==> src/design/pbm_pkg.sv <==
// ----------------------------------------------------------------------------
// pbm_pkg
// Shared types, widths and codes for the page bitmap allocator.
// ----------------------------------------------------------------------------
package pbm_pkg;

   localparam int ADDR_W     = 64;
   localparam int CNT_W      = 14;
   localparam int PCT_W      = 7;
   localparam int STAT_W     = 32;
   localparam int IDX_OUT_W  = 13;
   localparam int PAGE_SHIFT = 12;
   localparam int WORD_W     = 32;
   localparam int BIT_W      = 5;
   localparam int PROD_W     = 21;
   localparam int QUO_W      = 8;
   localparam int STEP_W     = 3;
   localparam int CSR_IDX_W  = 1;
   localparam int PCT_SCALE  = 100;

   localparam logic KIND_ALLOC   = 1'b0;
   localparam logic KIND_RELEASE = 1'b1;

   localparam logic [CSR_IDX_W-1:0] CSR_POOL_BASE  = 1'b0;
   localparam logic [CSR_IDX_W-1:0] CSR_POOL_PAGES = 1'b1;

   typedef enum logic [3:0] {
      ST_CLEAR,
      ST_IDLE,
      ST_REDUCE,
      ST_SCAN_RD,
      ST_SCAN_CHK,
      ST_REL_CHK,
      ST_REL_BIT,
      ST_PRESS,
      ST_DONE
   } st_type;

   typedef enum logic [1:0] {
      PCT_IDLE,
      PCT_MUL,
      PCT_DIV
   } pct_st_type;

   typedef struct packed {
      logic             start;
      logic [CNT_W-1:0] live;
      logic [CNT_W-1:0] pages;
   } pct_req_type;

   typedef struct packed {
      logic             done;
      logic [PCT_W-1:0] pct;
   } pct_rsp_type;

   function automatic logic [STAT_W-1:0] sat_inc(input logic [STAT_W-1:0] v);
      return (&v) ? v : v + STAT_W'(1);
   endfunction

endpackage

==> src/design/pbm_pct.sv <==
// ----------------------------------------------------------------------------
// pbm_pct
// Pressure unit: live*100/pages by one multiply and an 8-step restoring
// division, result capped at 100.
// ----------------------------------------------------------------------------
module pbm_pct import pbm_pkg::*; (
   input  logic        clock,
   input  logic        reset,
   input  pct_req_type req,
   output pct_rsp_type rsp
);

   pct_st_type        st_ff, st_in;
   logic [CNT_W-1:0]  pages_ff, pages_in;
   logic [PROD_W-1:0] rem_ff, rem_in;
   logic [QUO_W-1:0]  q_ff, q_in;
   logic [STEP_W-1:0] step_ff, step_in;
   logic              done_ff, done_in;
   logic [PROD_W-1:0] div_sh;

   assign div_sh = PROD_W'(pages_ff) << step_ff;

   always_comb begin
      st_in = st_ff;
      unique case (st_ff)
         PCT_IDLE: if (req.start) st_in = PCT_MUL;
         PCT_MUL:  st_in = PCT_DIV;
         PCT_DIV:  if (step_ff == '0) st_in = PCT_IDLE;
         default:  st_in = PCT_IDLE;
      endcase
   end

   always_comb begin
      pages_in = pages_ff;
      rem_in   = rem_ff;
      q_in     = q_ff;
      step_in  = step_ff;
      done_in  = 1'b0;
      unique case (st_ff)
         PCT_IDLE: begin
            if (req.start) begin
               pages_in = req.pages;
               rem_in   = PROD_W'(req.live);
            end
         end
         PCT_MUL: begin
            rem_in  = PROD_W'(rem_ff[CNT_W-1:0] * PROD_W'(PCT_SCALE));
            q_in    = '0;
            step_in = STEP_W'(QUO_W - 1);
         end
         PCT_DIV: begin
            if (rem_ff >= div_sh) begin
               rem_in        = rem_ff - div_sh;
               q_in[step_ff] = 1'b1;
            end
            step_in = step_ff - STEP_W'(1);
            done_in = (step_ff == '0);
         end
         default: ;
      endcase
   end

   always_ff @(posedge clock) begin
      if (reset) begin
         st_ff   <= PCT_IDLE;
         done_ff <= 1'b0;
      end else begin
         st_ff   <= st_in;
         done_ff <= done_in;
      end
      pages_ff <= pages_in;
      rem_ff   <= rem_in;
      q_ff     <= q_in;
      step_ff  <= step_in;
   end

   assign rsp.done = done_ff;
   assign rsp.pct  = (q_ff > QUO_W'(PCT_SCALE)) ? PCT_W'(PCT_SCALE) : PCT_W'(q_ff);

endmodule

==> config.mk <==
export PLATFORM = sky130hd
export DESIGN_NAME = pbm_pct
export DESIGN_NICKNAME = d
export VERILOG_FILES = /design/src/design/pbm_pkg.sv /design/src/design/pbm_pct.sv
export SDC_FILE = /design/constraint.sdc
export NUM_CORES = 1
export LEC_CHECK = 0
export BUFFER_PORTS_ARGS = -buffer_cell sky130_fd_sc_hd__buf_4
export CORE_UTILIZATION = 50
export DETAILED_ROUTE_END_ITERATION = 8
export PLACE_DENSITY = 0.67
export SYNTH_ARGS = -nofsm -noshare
export SYNTH_HDL_FRONTEND = slang
export SYNTH_SLANG_ARGS = --single-unit
==> constraint.sdc <==
create_clock -name clock -period 6.2 [get_ports clock]
set_clock_uncertainty 0.2 [all_clocks]
set_input_delay 0.93 -clock clock [delete_from_list [all_inputs] [get_ports clock]]
set_output_delay 0.93 -clock clock [all_outputs]
set_load 0.02 [all_outputs]
## Word-level counts from Yosys, hierarchy flattened

Index checks and enable logic that the tools add are counted.

- Bitwise operators: 2
- Multiplexer cells: 12
- Shifts and indexed selects: 1
- Multipliers: 1
- Reductions and logical operators: 10
- Equality and inequality tests: 5
- $add $sub $neg: 2
- Div/mod/pow operators: 0
- $lt $le $gt $ge: 4

Operators with widths:

| cell | number |
|---|---|
| $pmux W21 S3 | 1 |
| $mux W21 | 2 |
| $ge A21 B21 Y1 | 1 |
| $shl A14 B3 Y21 | 1 |
| $sub A21 B21 Y21 | 1 |
| $mul A14 B5 Y19 const B | 1 |
| $pmux W8 S2 | 1 |
| $gt A8 B7 Y1 const B | 1 |
| $mux W8 | 1 |
| $or A8 B8 Y8 | 1 |
| $mux W7 | 1 |
| $ne A2 B2 Y1 const B | 3 |
| $pmux W2 S3 | 1 |
| $pmux W3 S2 | 1 |
| $reduce_and A2 Y1 | 3 |
| $lt A3 B4 Y1 const B | 1 |
| $mux W2 | 2 |
| $demux W1 S3 | 1 |
| $ge A3 B1 Y1 const B | 1 |
| $logic_not A3 Y1 | 1 |
| $reduce_and A3 Y1 | 1 |
| $reduce_bool A3 Y1 | 1 |
| $sub A3 B1 Y3 const B | 1 |
| $eq A2 B1 Y1 const B | 1 |
| 7 further kinds | 7 |

- Word-level logic and storage cells: 43
- Bits in read-only memories: 0
- Register bits: 49
- Input bits: 31
- Bits in latches: 0
- Memories: 0
- Memory bits (writable): 0
- Output and inout bits: 8

## Depth between registers and ports, before layout

- Depth in word-level cells: 7
- Mapped depth: 14
- Depth with buffers taken out: 12

## Worst setup path after synthesis

Ideal clock, no wire load.

- Path type: register to register
- Start point: register step_ff[1]
- End point: register rem_ff[0] (enable)
- Data arrival time: 4.022 ns
- Clock period less this slack: 4.647 ns
- Buffers on the path: 3
- Data required time: 5.575 ns
- Cell stages (with the launch flop): 13
- Setup time: 0.425 ns
- Path slack: 1.553 ns
- Path through: edfxtp_1 buf_2 buf_1 a211oi_1 a21oi_1 mux2i_1 ha_1 buf_2 nand4_1 or3_1 a21oi_1 o21ai_0 nor3_1

- Word-level cells in the longest chain between the ends: 4

RTL lines:

| item | RTL line | source |
|---|---|---|
| start: declaration | pbm_pct.sv:17 | `logic [STEP_W-1:0] step_ff, step_in;` |
| start signal: assignment | pbm_pct.sv:74 | `step_ff <= step_in;` |
| $shl A14 B3 Y21 | pbm_pct.sv:21 | `assign div_sh = PROD_W'(pages_ff) << step_ff;` |
| $ge A21 B21 Y1 | pbm_pct.sv:52 | `if (rem_ff >= div_sh) begin` |
| $ne A2 B2 Y1 (no source line) | - |  |
| $reduce_and A3 Y1 (no source line) | - |  |
| end signal: assignment | pbm_pct.sv:72 | `rem_ff <= rem_in;` |
| end: declaration | pbm_pct.sv:15 | `logic [PROD_W-1:0] rem_ff, rem_in;` |

No other way between the ends.
A chain may end at the register's enable or synchronous reset.

## Worst setup path after layout

- Start point: register step_ff[1]
- End point: register q_ff[3] (enable)

- Word-level cells in the longest chain between the ends: 4

RTL lines:

| item | RTL line | source |
|---|---|---|
| $shl A14 B3 Y21 | pbm_pct.sv:21 |  |
| $ge A21 B21 Y1 | pbm_pct.sv:52 |  |
| $ne A2 B2 Y1 (no source line) | - |  |
| $reduce_and A2 Y1 (no source line) | - |  |
| end signal: assignment | pbm_pct.sv:73 | `q_ff <= q_in;` |
| end: declaration | pbm_pct.sv:16 | `logic [QUO_W-1:0] q_ff, q_in;` |

No other way between the ends.

==> run_results.csv <==
group,metric,value,unit
clocking,root_buffer,"clkbuf_8",
sta,worstMarginPinSlew,0.9121,ns
layout,final_area,5728,um2
min_path,hp-class,"reg -> reg",
sta,hold_viol,0,
sta,tns,0,ns
global_routing,met1_usage,35.96,%
clocking,cts_resized,0,
yosys,yosysTopAreaCell,"edfxtp_1",
place,port_buffers,38,
yosys,synth_edf_count,46,
clocking,clk_latency,0.31,ns
critical_path,critPathMaxFanout,24,
yosys,yosys-top-cells-area,"edfxtp_1, ha_1, a21oi_1",
critical_path,arrival,4.31,ns
place,dp_hpwl,10460,um
global_routing,grt.total_usage,25.16,%
critical_path,endpoint_kind,"flip-flop",
critical_path,cp_num_buf_inv,1,
routing,drt-initial-drc-count,252,
sta,setup_slack,1.642,ns
sta,timing.fmax,0.2194,GHz
layout,ff_latch_area,1441,um2
routing,routedWlPerCell,17.68,um
clocking,numCtsBuffers,5,
layout,syn_to_final_growth,9.574,%
routing,drt_wl_total,13010,um
global_routing,grt_pass1_vias,4266,
critical_path,cp_slowest_cell,"edfxtp_1",
global_routing,grt_pass1_wl,21690,um
floorplan,coreArea,9955,um2
routing,ant_nets,0,
yosys,syn_avg_cell_area,9.091,um2
sta,grt_setup_unrepaired,"no",
critical_path,required,5.95,ns
place,place_ws,1.682,ns
run_status,outcome,"completed",
layout,drive_gt1_share,10.95,%
clocking,holdBufCountCts,0,
sta,fin_crit,4.558,ns
floorplan,io_pins,39,
clocking,cts_tree,"yes",
sta,setup_viol,0,
global_routing,busiest_layer,"met2",
routing,viasPerCell,5.957,
critical_path,cp_slowest_stage_delay,0.93,ns
layout,final_cell_mix,"ha_1, inv_1, a21oi_1",
yosys,ys_types,59,
layout,multi_input_area,3483,um2
yosys,netlist_area,5228,um2
layout,layout.nets,720,
clocking,htree_levels,2,
critical_path,critical_path.top_delay_family,"simple AND/OR/NAND/NOR gates",
layout,diodes,0,
global_routing,grt_max_degree,34,
clocking,clock_sinks,49,
global_routing,met3_usage,4.386,%
yosys,synth_top_area_share,26.42,%
sta,relSlewSlack,39.20,%
run,drv_cap,0,
routing,drtPass1Iterations,4,
floorplan,die_h,104.3,um
place,gp_congestion,0.9333,
global_routing,overflow,0,
floorplan,rows,36,
global_routing,grtUsageMet2,38.62,%
global_routing,antenna_found_initial,0,
place,placed_cell_area,5620,um2
floorplan,die_w,104.3,um
sta,min_period_over_period,73.51,%
clocking,clock_tree.buffer_depth,2,
yosys,ys_seq_elements,49,
yosys,ys_seq_area_share,27.57,%
sta,final_max_slew_viol_count,0,
critical_path,worstPathCellList,"clkinv_1 -> nor2_1 -> nand2_1 -> o21ai_0 -> mux2i_1 -> ha_1 -> nand4_1 -> or3_1 -> a21oi_1 -> o21ai_0 -> nor2_1",
layout,mostFrequentLayoutCell,"ha_1",
yosys,synthArstFlopShare,0,%
clocking,cts_setup_buffers,0,
routing,drcViolationCount,0,
layout,fill_cells,918,
floorplan,die_area,10870,um2
yosys,synth_ff_type,"edfxtp_1",
yosys,synth_nets,693,
yosys,yosys_warnings,0,
floorplan,start_util,52.51,%
clocking,path_clk_slew,0.09,ns
critical_path,start_kind,"flip-flop",
routing,vias,4384,
yosys,synth_cells,575,
critical_path,crit_type,"reg -> reg",
worst paths after layout:
kind | from | endpoint | slack, ns | cells past startpoint
min reg2reg | q_ff[2] | q_ff[2] | 0.39 | 1
max reg2reg | step_ff[1] | q_ff[3] | 1.64 | 11
min | q_ff[2] | q_ff[2] | 0.39 | 1
max | step_ff[1] | q_ff[3] | 1.64 | 11
cell families after synthesis:
kind of cell | count (synthesis) | share of synthesized area, %
flops | 49 | 27.57
fa+ha+maj | 87 | 22.26
xor+xnor | 26 | 4.356
mux | 26 | 6.223
buf+inv | 79 | 5.888
simple gates | 153 | 14.82
compound gates | 155 | 18.89
through the flow:
step	utilization, %	instances	hold slack, ns
after global routing	57.54	736	0.4274
final	57.54	736	0.3866
after CTS	57.54	736	0.3921
after global placement	56.46	728	0.3656
after floorplan	-	575	0.3424
after detailed placement	56.46	728	0.3707
final cells by class:
| class | instances | share of cell area [%] |
|---|---|---|
| inverters | 57 | 3.735 |
| multi-input cells | 447 | 60.81 |
| clock inverters | 2 | 0.6116 |
| well taps | 133 | 2.905 |
| repair buffers | 42 | 5.505 |
| flip-flops and latches | 49 | 25.16 |
| clock buffers | 6 | 1.267 |
Yosys cell counts (2+ instances only):
master,instances
ha_1,77
a21oi_1,54
inv_1,54
edfxtp_1,46
nor2_1,36
o21ai_0,33
nand2_1,30
mux2i_1,19
nor2b_1,15
xnor2_1,14
xor2_1,12
clkbuf_1,11
nor3_1,11
and2_1,10
fa_1,10
nand2b_1,10
nand3_1,10
nand4_1,9
a211oi_1,8
a21o_1,8
a31oi_1,8
and3_1,6
o211ai_1,6
o21a_1,6
buf_2,5
mux4_2,5
or3_1,5
a22oi_1,4
buf_1,4
o22ai_1,4
o31ai_1,4
dfxtp_1,3
nor3b_1,3
o221ai_1,3
or2_2,3
a211o_1,2
a221oi_1,2
clkinv_1,2
mux2_2,2
nand3b_1,2
flip-flops by register name (all words and copies together), names as in the netlist:
name,flops
done_ff,1
st_ff,2
pages_ff,14
q_ff,8
step_ff,3
rem_ff,21
metal layers:
| layer | wire length [um] | vias to the layer above |
|---|---|---|
| li1 | - | 2158 |
| met3 | 851 | 26 |
| met1 | 6113 | 2059 |
| met5 | 0 | - |
| met4 | 281 | 0 |
| met2 | 5762 | 141 |
Power is left out: the tool's default activity adds up to more than one toggle a clock period on the data nets, which glitch-free logic cannot reach.
